`src/hw/rtl/gpx_pkg.sv`:
```
// Shared types, codes and bit-count helpers of the GPIO expander pin-change packer.
package gpx_pkg;

    localparam int NUM_PORTS  = 3;
    localparam int PORT_W     = 8;
    localparam int WORD_W     = 16;
    localparam int OFFSET_W   = 5;

    // Input command codes.
    localparam logic [1:0] CMD_SAMPLE = 2'd0;
    localparam logic [1:0] CMD_WRITE  = 2'd1;
    localparam logic [1:0] CMD_READ   = 2'd2;

    // Port select codes, also the configuration register indexes of the masks.
    localparam logic [1:0] PORT_D = 2'd0;
    localparam logic [1:0] PORT_B = 2'd1;
    localparam logic [1:0] PORT_C = 2'd2;

    // Host command codes.
    localparam logic [1:0] CODE_NOP        = 2'd0;
    localparam logic [1:0] CODE_GET_STATUS = 2'd1;
    localparam logic [1:0] CODE_POWER_DOWN = 2'd2;

    // Mask reset values.
    localparam logic [PORT_W-1:0] MASK_D_RESET = 8'd255;
    localparam logic [PORT_W-1:0] MASK_B_RESET = 8'd63;
    localparam logic [PORT_W-1:0] MASK_C_RESET = 8'd63;

    typedef logic [PORT_W-1:0] port_vec_t [NUM_PORTS];

    typedef struct packed {
        logic [1:0]        cmd;
        logic [1:0]        port_select;
        logic [PORT_W-1:0] pin_levels;
        logic [1:0]        host_code;
    } in_item_t;

    typedef struct packed {
        logic [WORD_W-1:0] read_data;
        logic              read_valid;
        logic              int_request;
        logic              sleeping;
    } out_item_t;

    // Line levels and read outcome after one request.
    typedef struct packed {
        logic status_read;
        logic irq;
        logic asleep;
    } flags_t;

    // Number of set bits of a mask.
    function automatic logic [3:0] popcount8(input logic [PORT_W-1:0] v);
        logic [3:0] n;
        n = '0;
        for (int i = 0; i < PORT_W; i++)
        begin
            n = n + 4'(v[i]);
        end
        return n;
    endfunction

    // Position of the lowest set bit; zero for an empty mask.
    function automatic logic [2:0] lowest_bit8(input logic [PORT_W-1:0] v);
        logic [2:0] pos;
        pos = '0;
        for (int i = PORT_W - 1; i >= 0; i--)
        begin
            if (v[i])
            begin
                pos = 3'(i);
            end
        end
        return pos;
    endfunction

endpackage

```
`src/hw/rtl/gpio_expander_pin_change_packer_core.sv`:
```
// Top level of the GPIO expander pin-change packer: input stage, state, packing, result stage.
//
//   channel   direction  handshake            payload
//   in        request    in_valid / in_stall  in_data  (gpx_pkg::in_item_t)
//   out       result     out_valid / out_stall out_data (gpx_pkg::out_item_t)
//   cfg       write      cfg_we               cfg_index, cfg_data
//
// One request per cycle while out_stall holds nothing back; each request is loaded into the input register when
// accepted, and its result is loaded into the result register once that register is free.
// The state update and the status packing sit in the single stage between the two
// registers. Reset loads the masks with their defaults and clears the valid bits and the gpx_state registers to zero.
// A stalled result holds in the result register; the input register keeps taking a
// new request as long as the result register is free or being drained.
module gpio_expander_pin_change_packer_core
(
    input  logic                          clk,
    input  logic                          rst_n,
    input  logic                          in_valid,
    output logic                          in_stall,
    input  gpx_pkg::in_item_t             in_data,
    output logic                          out_valid,
    input  logic                          out_stall,
    output gpx_pkg::out_item_t            out_data,
    input  logic                          cfg_we,
    input  logic [1:0]                    cfg_index,
    input  logic [gpx_pkg::PORT_W-1:0]    cfg_data
);

    gpx_pkg::port_vec_t         mask_reg;
    gpx_pkg::in_item_t          s1_item_reg;
    logic                       s1_valid_reg;
    logic                       out_valid_reg;
    gpx_pkg::out_item_t         out_item_reg;
    gpx_pkg::out_item_t         out_item_next;
    gpx_pkg::port_vec_t         latched;
    gpx_pkg::flags_t            flags;
    logic [gpx_pkg::WORD_W-1:0] word;
    logic                       out_free;
    logic                       s1_fire;
    logic                       in_take;

    // Handshake: the stage moves when the result register is empty or drains.
    assign out_free = !out_valid_reg || !out_stall;
    assign s1_fire  = s1_valid_reg && out_free;
    assign in_stall = s1_valid_reg && !out_free;
    assign in_take  = in_valid && !in_stall;

    // Mask registers.
    always_ff @(posedge clk or negedge rst_n)
    begin
        if (!rst_n)
        begin
            mask_reg[0] <= gpx_pkg::MASK_D_RESET;
            mask_reg[1] <= gpx_pkg::MASK_B_RESET;
            mask_reg[2] <= gpx_pkg::MASK_C_RESET;
        end
        else if (cfg_we)
        begin
            case (cfg_index)
                gpx_pkg::PORT_D: mask_reg[0] <= cfg_data;
                gpx_pkg::PORT_B: mask_reg[1] <= cfg_data;
                gpx_pkg::PORT_C: mask_reg[2] <= cfg_data;
                default:
                begin
                    // Writes beyond the register list are dropped.
                end
            endcase
        end
    end

    // Input register.
    always_ff @(posedge clk or negedge rst_n)
    begin
        if (!rst_n)
        begin
            s1_valid_reg <= 1'b0;
        end
        else if (in_take || s1_fire)
        begin
            s1_valid_reg <= in_take;
        end
    end

    always_ff @(posedge clk)
    begin
        if (in_take)
        begin
            s1_item_reg <= in_data;
        end
    end

    gpx_state u_state
    (
        .clk     (clk),
        .rst_n   (rst_n),
        .fire    (s1_fire),
        .item    (s1_item_reg),
        .masks   (mask_reg),
        .latched (latched),
        .flags   (flags)
    );

    gpx_packer u_packer
    (
        .masks   (mask_reg),
        .latched (latched),
        .word    (word)
    );

    // Result assembly.
    always_comb
    begin
        out_item_next.read_data   = flags.status_read ? word : '0;
        out_item_next.read_valid  = flags.status_read;
        out_item_next.int_request = flags.irq;
        out_item_next.sleeping    = flags.asleep;
    end

    // Result register.
    always_ff @(posedge clk or negedge rst_n)
    begin
        if (!rst_n)
        begin
            out_valid_reg <= 1'b0;
        end
        else if (out_free)
        begin
            out_valid_reg <= s1_valid_reg;
        end
    end

    always_ff @(posedge clk)
    begin
        if (s1_fire)
        begin
            out_item_reg <= out_item_next;
        end
    end

    assign out_valid = out_valid_reg;
    assign out_data  = out_item_reg;

    // A status read always drops the interrupt line.
    assert property (@(posedge clk) disable iff (!rst_n)
        out_valid && out_data.read_valid |-> !out_data.int_request)
        else $error("status read left the interrupt line high");

    // Read data is zero unless the read returned status.
    assert property (@(posedge clk) disable iff (!rst_n)
        out_valid && !out_data.read_valid |-> out_data.read_data == '0)
        else $error("read data without a status read");

    // The input side stalls only behind a full, blocked pipeline.
    assert property (@(posedge clk) disable iff (!rst_n)
        in_stall |-> s1_valid_reg && out_valid_reg && out_stall)
        else $error("input stalled with room in the pipeline");

    // A request waiting in the input register moves on once the result drains.
    assert property (@(posedge clk) disable iff (!rst_n)
        s1_valid_reg && out_valid_reg && !out_stall |=> out_valid)
        else $error("result register lost a request");

endmodule

```
`src/hw/rtl/gpx_packer.sv`:
```
// Packs the masked port levels into the 16-bit pin status word.
module gpx_packer
(
    input  gpx_pkg::port_vec_t          masks,
    input  gpx_pkg::port_vec_t          latched,
    output logic [gpx_pkg::WORD_W-1:0]  word
);

    logic [gpx_pkg::PORT_W-1:0]   field   [gpx_pkg::NUM_PORTS];
    logic [gpx_pkg::OFFSET_W-1:0] offset  [gpx_pkg::NUM_PORTS];
    logic [gpx_pkg::WORD_W-1:0]   placed  [gpx_pkg::NUM_PORTS];

    // Each field is right-aligned to its lowest mask bit.
    always_comb
    begin
        for (int p = 0; p < gpx_pkg::NUM_PORTS; p++)
        begin
            field[p] = (latched[p] & masks[p]) >> gpx_pkg::lowest_bit8(masks[p]);
        end
    end

    // Running offsets: port D at zero, then by the popcounts of the earlier masks.
    always_comb
    begin
        offset[0] = '0;
        for (int p = 1; p < gpx_pkg::NUM_PORTS; p++)
        begin
            offset[p] = offset[p-1]
                      + gpx_pkg::OFFSET_W'(gpx_pkg::popcount8(masks[p-1]));
        end
    end

    // Place and merge; bits shifted past the word are dropped.
    always_comb
    begin
        word = '0;
        for (int p = 0; p < gpx_pkg::NUM_PORTS; p++)
        begin
            placed[p] = gpx_pkg::WORD_W'(field[p]) << offset[p];
            word      = word | placed[p];
        end
    end

endmodule

```
`src/hw/rtl/gpx_state.sv`:
```
// Latched levels, pending command code, interrupt line and power-down flag.
module gpx_state
(
    input  logic                clk,
    input  logic                rst_n,
    input  logic                fire,
    input  gpx_pkg::in_item_t   item,
    input  gpx_pkg::port_vec_t  masks,
    output gpx_pkg::port_vec_t  latched,
    output gpx_pkg::flags_t     flags
);

    logic [gpx_pkg::PORT_W-1:0] latched_reg [gpx_pkg::NUM_PORTS];
    logic [gpx_pkg::PORT_W-1:0] latched_next [gpx_pkg::NUM_PORTS];
    logic [1:0]                 pending_reg, pending_next;
    logic                       irq_reg, irq_next;
    logic                       asleep_reg, asleep_next;
    logic                       status_read;
    logic [gpx_pkg::PORT_W-1:0] sample;

    // Next-state logic for one request.
    always_comb
    begin
        latched_next = latched_reg;
        pending_next = pending_reg;
        irq_next     = irq_reg;
        asleep_next  = asleep_reg;
        status_read  = 1'b0;
        sample       = '0;
        case (item.cmd)
            gpx_pkg::CMD_SAMPLE:
            begin
                if (item.port_select inside {gpx_pkg::PORT_D, gpx_pkg::PORT_B,
                                             gpx_pkg::PORT_C})
                begin
                    sample = item.pin_levels & masks[item.port_select];
                    if (sample != latched_reg[item.port_select])
                    begin
                        latched_next[item.port_select] = sample;
                        irq_next    = 1'b1;
                        asleep_next = 1'b0;
                    end
                end
            end
            gpx_pkg::CMD_WRITE:
            begin
                if (item.host_code == gpx_pkg::CODE_POWER_DOWN)
                begin
                    asleep_next = 1'b1;
                end
                else
                begin
                    pending_next = item.host_code;
                end
            end
            gpx_pkg::CMD_READ:
            begin
                pending_next = gpx_pkg::CODE_NOP;
                if (pending_reg == gpx_pkg::CODE_GET_STATUS)
                begin
                    status_read = 1'b1;
                    irq_next    = 1'b0;
                end
            end
            default:
            begin
                // Unused command leaves the state alone.
            end
        endcase
    end

    // State registers advance only on an accepted request.
    always_ff @(posedge clk or negedge rst_n)
    begin
        if (!rst_n)
        begin
            for (int p = 0; p < gpx_pkg::NUM_PORTS; p++)
            begin
                latched_reg[p] <= '0;
            end
            pending_reg <= gpx_pkg::CODE_NOP;
            irq_reg     <= 1'b0;
            asleep_reg  <= 1'b0;
        end
        else if (fire)
        begin
            latched_reg <= latched_next;
            pending_reg <= pending_next;
            irq_reg     <= irq_next;
            asleep_reg  <= asleep_next;
        end
    end

    // Reads never touch the latched levels, so the current values feed packing.
    assign latched           = latched_reg;
    assign flags.status_read = status_read;
    assign flags.irq         = irq_next;
    assign flags.asleep      = asleep_next;

endmodule
```
`config.mk`:
```
export PLATFORM = sky130hd
export DESIGN_NAME = gpio_expander_pin_change_packer_core
export DESIGN_NICKNAME = d
export VERILOG_FILES = /design/src/hw/rtl/gpx_pkg.sv /design/src/hw/rtl/gpio_expander_pin_change_packer_core.sv /design/src/hw/rtl/gpx_packer.sv /design/src/hw/rtl/gpx_state.sv
export SDC_FILE = /design/constraint.sdc
export NUM_CORES = 1
export LEC_CHECK = 0
export BUFFER_PORTS_ARGS = -buffer_cell sky130_fd_sc_hd__buf_2
export CAP_MARGIN = 40
export CORE_MARGIN = 5
export CORE_UTILIZATION = 50
export CTS_CLUSTER_DIAMETER = 150
export DETAILED_ROUTE_END_ITERATION = 16
export PLACE_DENSITY = 0.75
export SYNTH_ARGS = -nofsm -noshare
export SYNTH_HDL_FRONTEND = slang
export SYNTH_HIERARCHICAL = 1
export SYNTH_SLANG_ARGS = --single-unit
```
`constraint.sdc`:
```
create_clock -name clk -period 5.57 [get_ports clk]
set_input_delay 1.3925 -clock clk [delete_from_list [all_inputs] [get_ports clk]]
set_output_delay 1.3925 -clock clk [all_outputs]
set_load 0.02 [all_outputs]
```
Yosys cells after proc, flatten, opt, wreduce, memory -nomap -nowiden
Index checks and enable logic that the tools add are counted.

cells by class
  add/sub/neg operators = 15
  $lt $le $gt $ge = 2
  equal/unequal tests = 10
  shifts and indexed selects = 5
  multiplexer cells = 45
  bitwise operators = 7
  reductions and logical operators = 20

operators by type and width
  cell                                                  count
  2-to-1 mux 3 bit                                      24
  adder 4 x 1 -> 4 bit                                  12
  2-to-1 mux 8 bit                                      5
  bitwise AND 8 bit                                     4
  binary-select mux 8 bit (select 2 bit)                2
  bitwise mux 24 bit                                    1
  >> shifter 8 x 3 -> 8 bit                             3
  demux 8 bit (select 2 bit)                            1
  OR 16 bit                                             1
  OR 8 x 16 -> 16 bit                                   1
  << shifter 8 x 4 -> 16 bit                            1
  << shifter 8 x 5 -> 16 bit                            1
  equality test 2 x 1 -> 1 bit (second input constant)  4
  equality test 2 bit (second input constant)           4
  2-to-1 mux 1 bit                                      8
  != test 8 bit                                         1
  logical NOT 2 bit                                     3
  AND reduction 2 bit                                   3
  adder 4 x 4 -> 5 bit                                  1
  adder 1 x 1 -> 2 bit                                  2
  logical AND 1 bit                                     4
  logical NOT 1 bit                                     4
  case mux 1 bit (2 select lines)                       2
  case mux 2 bit (2 select lines)                       1
  other kinds (10)                                      11

word-level totals
  flip-flop bits (word level) = 87
  input port bits = 29
  word-level logic and storage cells = 123

Longest topological paths before layout
Gate-level depths: netlist of the first run.

  depth after elaboration = 12
  mapped depth = 20
  mapped depth without buffers = 19

By module
The synthesis of the first run kept the hierarchy.

modules (own cells, without submodules)
  module                                times used  cells an instance  area each (um2)
  gpx_packer                            1           394                2,612.5
  gpio_expander_pin_change_packer_core  1           109                2,118.3
  gpx_state                             1           168                1,834.3

Worst setup path after synthesis of the first run
Ideal clock, no wire load.

  kind = register -> register
  from = register mask_reg[18] in the netlist's numbering
  to = register out_item_reg (netlist bit out_data[17]), data pin
  arrival = 5.860 ns
  required time = 5.315 ns
  path slack = -0.545 ns
  stages on the path, launching flop included = 17
  path buffers = 1
  clock period less this slack = 6.115 ns
  path through = dfstp_2 > inv_1 > fa_1 > fa_1 > fa_1 > fa_1 > fa_1 > fa_1 > fa_1 > fa_1 > clkbuf_1 > nor2_1 > a221oi_1 > nand3_1 > a221oi_1 > o311ai_1 > and2_1

on the way
  word-level cells in the longest chain between the ends = 9

ends and longest elaborated chain
  item                                                                RTL line                                     text
  start, declared                                                     gpio_expander_pin_change_packer_core.sv:29   gpx_pkg::port_vec_t mask_reg;
  adder 4 x 1 -> 4 bit * (6 in series)                                gpx_pkg.sv:58                                n = n + 4'(v[i]);
  adder 4 x 4 -> 5 bit or << shifter 8 x 4 -> 16 bit (tied branches)  gpx_packer.sv:29, gpx_packer.sv:39
  << shifter 8 x 5 -> 16 bit or OR 8 x 16 -> 16 bit (tied branches)   gpx_packer.sv:39, gpx_packer.sv:40
  OR 16 bit *                                                         gpx_packer.sv:40                             word = word | placed[p];
  named net word (one bit)                                            gpio_expander_pin_change_packer_core.sv:37   logic [gpx_pkg::WORD_W-1:0] word;
  end signal, assigned                                                gpio_expander_pin_change_packer_core.sv:136  out_item_reg <= out_item_next;
  end, declared                                                       gpio_expander_pin_change_packer_core.sv:33   gpx_pkg::out_item_t out_item_reg;

The timed path passes the listed nets; every way through them passes the cells marked *.
A chain may end at the register's enable or synchronous reset.

Worst setup path in the final report of the first run
  from = register mask_reg[18] in the netlist's numbering
  to = register out_item_reg (netlist bit out_data[15]), data pin

The elaborated chain is that of the path after synthesis.

==> results.md, run 1 <==
- Status: finished, violations left
- Failing checks: negative setup slack
- Ports: 50
- Peak Freq: around 170 MHz
- Core area: 12700 µm²
- CTS tree: done
- Final setup vio count: 14
- Drt wl/cell: between 20 and 25 µm
- # DRC: 0
- Dpl ws: -0.417 ns
- Worst Path Max Fanout: 6
- CP most frequent cell: fa_1
- Crit Path Category: reg2reg
- Initial DRT Pass Iterations: 8
- Required time of the critical path: about 5.7 ns
- Hold/Removal Path Class: reg2reg
- Synth top area cells: edfxtp_1, dfrtp_1, dfstp_2
- Reg clk slew, reported paths: roughly 0.07 ns
- Fin crit period: 5.91 ns
- Final Hold Vio Count: 0
- Final WL: around 19 mm
- Worst path slowest cell: fa_1
- Placement Cell Area: 7220 µm²
- Fin. max-slew vios: 0
- Max cap viols: 0
- Setup total negative slack: -3.31 ns
- DIE WIDTH: between 100 and 150 µm
- Post-synthesis cell area: 6570 µm²
- Largest family of logic cells by synthesized area: compound AO/OA/AOI/OAI gates
- CP Capture Type: flip-flop
- Synthesized instance count: between 600 and 700
- Worst Path Arrival: 6.01 ns
- Vias post-DR: 5928
- Detailed Place HPWL: 14.7 mm
- Period Utilization, post-route: 106%
- Post-synthesis sequential area ratio: between 30 and 40%
- Rows: 41
- EDFF count, synth: 33
- Synth Area in XOR/XNOR: less than 1%
- Top_reg_cell synth: dfrtp_1
- Fin nets: roughly 800
- Dominant cell type by area after synthesis: edfxtp_1
- Slew margin rel.: between 30 and 40%
- Post-synthesis register bit count: 87
- Layout cell share with drive strength beyond 1: a little under a third
- Clk root buf: clkbuf_16
- Multiplexer share of the synthesized area: between 15 and 20%
- Vias/cell: 6.39
- First-pass GRT wire length: between 30 and 40 mm
- CTS buffer count: 9
- Synthesized area per cell: between 9 and 10 µm²
- Top Family by Delay on Critical Path: adder cells
- Compound-cell area share of the yosys netlist: 20.3%
- Initial Util: between 50% and 60%
- Die Height: between 100 and 150 µm
- Synth top area share: 15.1%
- Number of port buffers: just under 50
- GR Overflow Total: 0
- GPL Wtd Cong: between 0.9 and 1
- Die Area: 15500 µm²
- Unrepaired setup endpoints after global routing: true
- Post-synth cell types: a little under 90
- Post-synthesis simple-gate area fraction: about a fifth
- Clock Skew: 0.0122 ns
- CP max stage delay: roughly 0.57 ns
- Largest net degree at the start of global routing: 55
- Yosys warning total: 6
- Layout area overhead: 17.6%
- Final instance area: between 7000 and 8000 µm²
- CTS Sinks: 87
- Commonest cells post-synth: nand2_1, nor2_1, dfrtp_1, inv_1
- H-tree depth: 3
- Vias in the first global route: approximately 5600
- Synth Net Count: approximately 700
- Top-count cell post-synth: nand2_1
- Worst path bufs/invs: 2
- Critical path cell sequence: inv_2 -> fa_1 -> fa_1 -> fa_2 -> fa_1 -> fa_1 -> fa_1 -> fa_2 -> fa_2 -> buf_6 -> nand2_1 -> nor4_1 -> a211oi_2 -> nor2_1 -> a221oi_2 -> o221ai_1 -> and2_1
- Min Hold Slack: between 0.4 and 0.5 ns
- Post-Synth Adder-Cell Area: roughly 4.5%
- Initial antenna violation count: 0
- Worst-Margin Slew: roughly 0.95 ns
- Worst skew pair latency: approximately 0.35 ns
- Post-synth ARST share: ~62%
- Post-CTS Hold Buffers: 0
- Maximum buffer depth of the clock tree: 2
- CP Launch Type: flip-flop
- Final ANT Viol Nets: 0
- DR iter-0 viols: between 500 and 600
- Overall routing resource usage: 24.0%
- Antenna cells: 0
- Final worst slack: -0.338 ns
-- repair_timing --
item | in CTS | in global routing
gates resized for setup | 23 | 19
pin swaps | 16 | 7
buffers inserted | 2 | 2
endpoints found under the setup margin | 16 | 16
-- cell type report --
class	count	area, µm²
repair buffers	95	627
clock inverters	6	68.8
inverters	36	135
flip-flops and latches	87	2370
clock buffers	10	229
well taps	172	215
multi-input cells	522	4080
fillers	1092	5000
-- path summary, 6_finish.rpt --
check	slack [ns]	depth (start not counted)	end	start
min in group asynchronous	1.17	2	mask_reg[7]	rst_n
min	0.48	1	out_valid	s1_valid_reg
max in group asynchronous	3.95	2	u_state/latched[12]	rst_n
min reg2reg	0.48	1	out_valid	s1_valid_reg
max	-0.34	17	out_data[15]	mask_reg[18]
max reg2reg	-0.34	17	out_data[15]	mask_reg[18]
-- layer usage --
metal	up-vias	track usage, %	wire length [µm]
met4	0	10.4	786
met5	-	0	0
met3	58	3.77	1130
met2	293	41.1	9380
met1	2869	29.9	7780
li1	2708	-	-
-- cells by family after synthesis --
| logic type | Yosys count |
|---|---|
| XOR/XNOR | 3 |
| adder cells (fa/ha/maj) | 18 |
| buffers and inverters | 62 |
| multiplexers | 81 |
| flip-flops | 87 |
| AO/OA/AOI/OAI | 186 |
| AND/OR/NAND/NOR | 234 |
-- placed cells by master (no fill, tap or decap), types with 12 or more instances in the layout --
| cell | count |
|---|---|
| o21ai_0 | 26 |
| a31oi_1 | 12 |
| nand3_1 | 23 |
| nor2_1 | 44 |
| inv_1 | 32 |
| nor2b_1 | 12 |
| buf_2 | 50 |
| mux2_4 | 16 |
| and2_1 | 26 |
| nor3_1 | 16 |
| dfrtp_1 | 34 |
| buf_4 | 37 |
| mux2i_1 | 25 |
| nand2_1 | 57 |
| o211ai_1 | 14 |
| mux2_2 | 33 |
| dfstp_2 | 20 |
| a21oi_1 | 22 |
| edfxtp_1 | 33 |
-- metrics by stage --
step                util (%)  instances
finish                  60.7        928
global route            60.7        928
CTS                     59.9        926
detailed placement      56.7        909
global placement        56.6        906
floorplan                  -        671
Power of run 1 is left out: the tool's default activity adds up to more than one toggle a clock period on the data nets, which glitch-free logic cannot reach.
==> run 2, diff against run 1 <==
--- a/config.mk
+++ b/config.mk
@@ -5,13 +5,14 @@
 export SDC_FILE = /design/constraint.sdc
 export NUM_CORES = 1
 export LEC_CHECK = 0
+export ABC_AREA = 1
 export BUFFER_PORTS_ARGS = -buffer_cell sky130_fd_sc_hd__buf_2
 export CAP_MARGIN = 40
 export CORE_MARGIN = 5
-export CORE_UTILIZATION = 50
+export CORE_UTILIZATION = 55
 export CTS_CLUSTER_DIAMETER = 150
 export DETAILED_ROUTE_END_ITERATION = 16
-export PLACE_DENSITY = 0.75
+export PLACE_DENSITY = 0.77
 export SYNTH_ARGS = -nofsm -noshare
 export SYNTH_HDL_FRONTEND = slang
 export SYNTH_HIERARCHICAL = 1
==> run 2 against run 1 <==
Effect of this change:
- the run now ends clean
- design area shrank 6.7%
- setup slack better by 0.46 ns
- non-clock buffer count decreased by 28
- via count grew 8.7%
- register-to-register slack better by 0.46 ns
- synthesized cell count grew 37%
- synthesized area is 0.34% lower
- clock skew is 0.0068 ns lower
- critical endpoint is now out_data[7]
==> results.md, run 2 <==
- Status: completed
- First-pass GRT wire length: 28.3 mm (-6.6%)
- CP Capture Type: flip-flop
- Post-synth cell types: 44 (-50%)
- Reg clk slew, reported paths: 0.06 ns (about the same)
- Post-CTS Hold Buffers: 0 (unchanged)
- # DRC: 0 (unchanged)
- Ports: 50 (unchanged)
- Fin crit period: 5.45 ns (-0.462 ns)
- Vias post-DR: 6443 (+8.7%)
- Final ANT Viol Nets: 0 (unchanged)
- Synthesized instance count: 921 (+37%)
- Commonest cells after routing, fill and taps aside: nand2_1, nand3_1, inv_1
- Yosys warning total: 6 (unchanged)
- Post-synthesis cell area: 6540 µm² (-0.34%)
- Final WL: 17.3 mm (-9.4%)
- Worst Path Max Fanout: 6 (unchanged)
- Layout area overhead: 10.1%
- Required time of the critical path: 5.68 ns (about the same)
- GR Overflow Total: 0 (unchanged)
- Final worst slack: 0.124 ns (+0.462 ns)
- Initial DRT Pass Iterations: 6 (-2)
- Fin nets: 1016 (+27%)
- Unrepaired setup endpoints after global routing: true
- Top_reg_cell synth: dfrtp_1
- DR iter-0 viols: 660 (+14%)
- Post-synthesis sequential area ratio: 36.2% (+0.12 points)
- Most common cell after layout, fill and taps aside: nand2_1
- Hold/Removal Path Class: reg2reg
- Largest net degree at the start of global routing: 55 (unchanged)
- Worst skew pair latency: 0.35 ns (about the same)
- Drt wl/cell: 15.5 µm (-25%)
- Dominant cell type by area after synthesis: nand2_1
- Period Utilization, post-route: 97.8% (-8.3 points)
- Vias in the first global route: 5877 (+4.3%)
- Vias/cell: 5.77 (-9.7%)
- Clock Skew: 0.00548 ns (-0.00677 ns)
- Peak Freq: 184 MHz (+8.5%)
- Commonest cells post-synth: nand2_1, nand3_1, inv_1, dfrtp_1, edfxtp_1
- Max cap viols: 0 (unchanged)
- CTS Sinks: 87 (unchanged)
- Die Height: 119 µm (-4.4%)
- Slew margin rel.: 40.7% (+4.1 points)
- Maximum buffer depth of the clock tree: 2 (unchanged)
- Worst-Margin Slew: 0.881 ns (-0.0667 ns)
- Core area: 11500 µm² (-9.5%)
- Crit Path Category: reg2reg
- Synth top area cells: nand2_1, edfxtp_1, nand3_1
- GPL Wtd Cong: 0.965 (+3.1%)
- CTS buffer count: 9 (unchanged)
- Antenna cells: 0 (unchanged)
- H-tree depth: 3 (unchanged)
- Dpl ws: 0.0959 ns (+0.513 ns)
- Layout cell share with drive strength beyond 1: 17.1% (-14 points)
- Overall routing resource usage: 24.6% (+0.55 points)
- Rows: 39 (-4.9%)
- EDFF count, synth: 33 (unchanged)
- Top-count cell post-synth: nand2_1
- Post-synthesis register bit count: 87 (unchanged)
- CP Launch Type: flip-flop
- Number of port buffers: 49 (unchanged)
- Die Area: 14200 µm² (-8.7%)
- Post-synth ARST share: 62.1% (unchanged)
- Worst Path Arrival: 5.56 ns (-0.45 ns)
- Synth Net Count: 968 (+35%)
- Initial antenna violation count: 0 (unchanged)
- CTS tree: done
- Clk root buf: clkbuf_16
- Synthesized area per cell: 7.10 µm² (-27%)
- Initial Util: 56.8% (+5.2 points)
- Final setup vio count: 0 (-14)
- Synth top area share: 18.5% (+3.4 points)
- Fin. max-slew vios: 0 (unchanged)
- DIE WIDTH: 119 µm (-4.4%)
- Final Hold Vio Count: 0 (unchanged)
- Detailed Place HPWL: 13.0 mm (-11%)
[run 2: cell types whose count changed in the layout (fill, tap and decap cells not counted), moves of 19 or more]
cell     delta
and2_1     -25
buf_4      -22
inv_1      +46
inv_2      +21
mux2_2     -33
mux2i_1    -24
nand2_1   +266
nand3_1   +167
nand4_1    +25
nor2_1     -19
[run 2: cell families (layout without fill, tap and decap cells)]
logic type,after synthesis,in the layout,synth area share [%]
mux,1,1,0.153
xor+xnor,3,3,0.402
flops,87,87,36.2
buf+inv,134,187,9.26
fa+ha+maj,18,18,4.48
compound gates,66,66,5.87
simple gates,612,612,43.7
[run 2: routing by layer]
| metal | global-route usage [%] | share of wire [%] |
|---|---|---|
| met1 | 31.8 | 42 |
| met4 | 9.49 | 3.1 |
| met2 | 40.6 | 47 |
| met3 | 4.98 | 8.2 |
| met5 | 0 | 0 |
[run 2: critical path, cell delays in order, from the launching register on]
cell and delay (ns):
dfstp_2 0.54, inv_2 0.04, fa_1 0.57, fa_1 0.45, fa_1 0.55, fa_1 0.44, fa_1 0.51, fa_1 0.43
fa_2 0.38, fa_2 0.45, xnor2_4 0.17, inv_2 0.10, buf_6 0.12, nand3_1 0.11, nand3_1 0.11, nand3_1 0.11
nand2_1 0.09, inv_2 0.03
[run 2: layout make-up]
class                           count  area [µm²]
Tap cell                          143         179
Inverter                          104         394
Multi-Input combinational cell    700        3610
Clock inverter                      5        32.5
Timing Repair Buffer               67         385
Sequential cell                    87        2370
Fill cell                        1040        4310
Clock buffer                       11         233
[run 2: timing repair]
action / 4_1_cts / 5_1_grt
setup buffers: 0 / 2
setup endpoints to repair: 0 / 16
gates resized for setup: 0 / 14
[run 2: stage by stage]
stage	cells	hold WS, ns	instance area (µm²)	util (%)	TNS (ns)
5_1_grt	1117	0.510	7200	62.5	-0.162
6_report	1117	0.482	7200	62.5	0
4_1_cts	1114	0.486	7140	62.0	0
2_1_floorplan	921	0.447	6550	-	0
3_3_place_gp	1097	0.465	6870	59.7	0
3_5_place_dp	1098	0.471	6880	59.7	0
[run 2: worst paths after layout]
path                                         from                endpoint  slack, ns  depth (start not counted)
min reg2reg                u_state/pending_reg[1]  u_state/pending_reg[1]       0.48                          2
max in group asynchronous                   rst_n     u_state/latched[10]       3.96                          2
max reg2reg                          mask_reg[18]             out_data[7]       0.12                         17
min                        u_state/pending_reg[1]  u_state/pending_reg[1]       0.48                          2
max                                  mask_reg[18]             out_data[7]       0.12                         17
min in group asynchronous                   rst_n     u_state/latched[14]       1.16                          2
Power of run 2 is left out for the same reason.
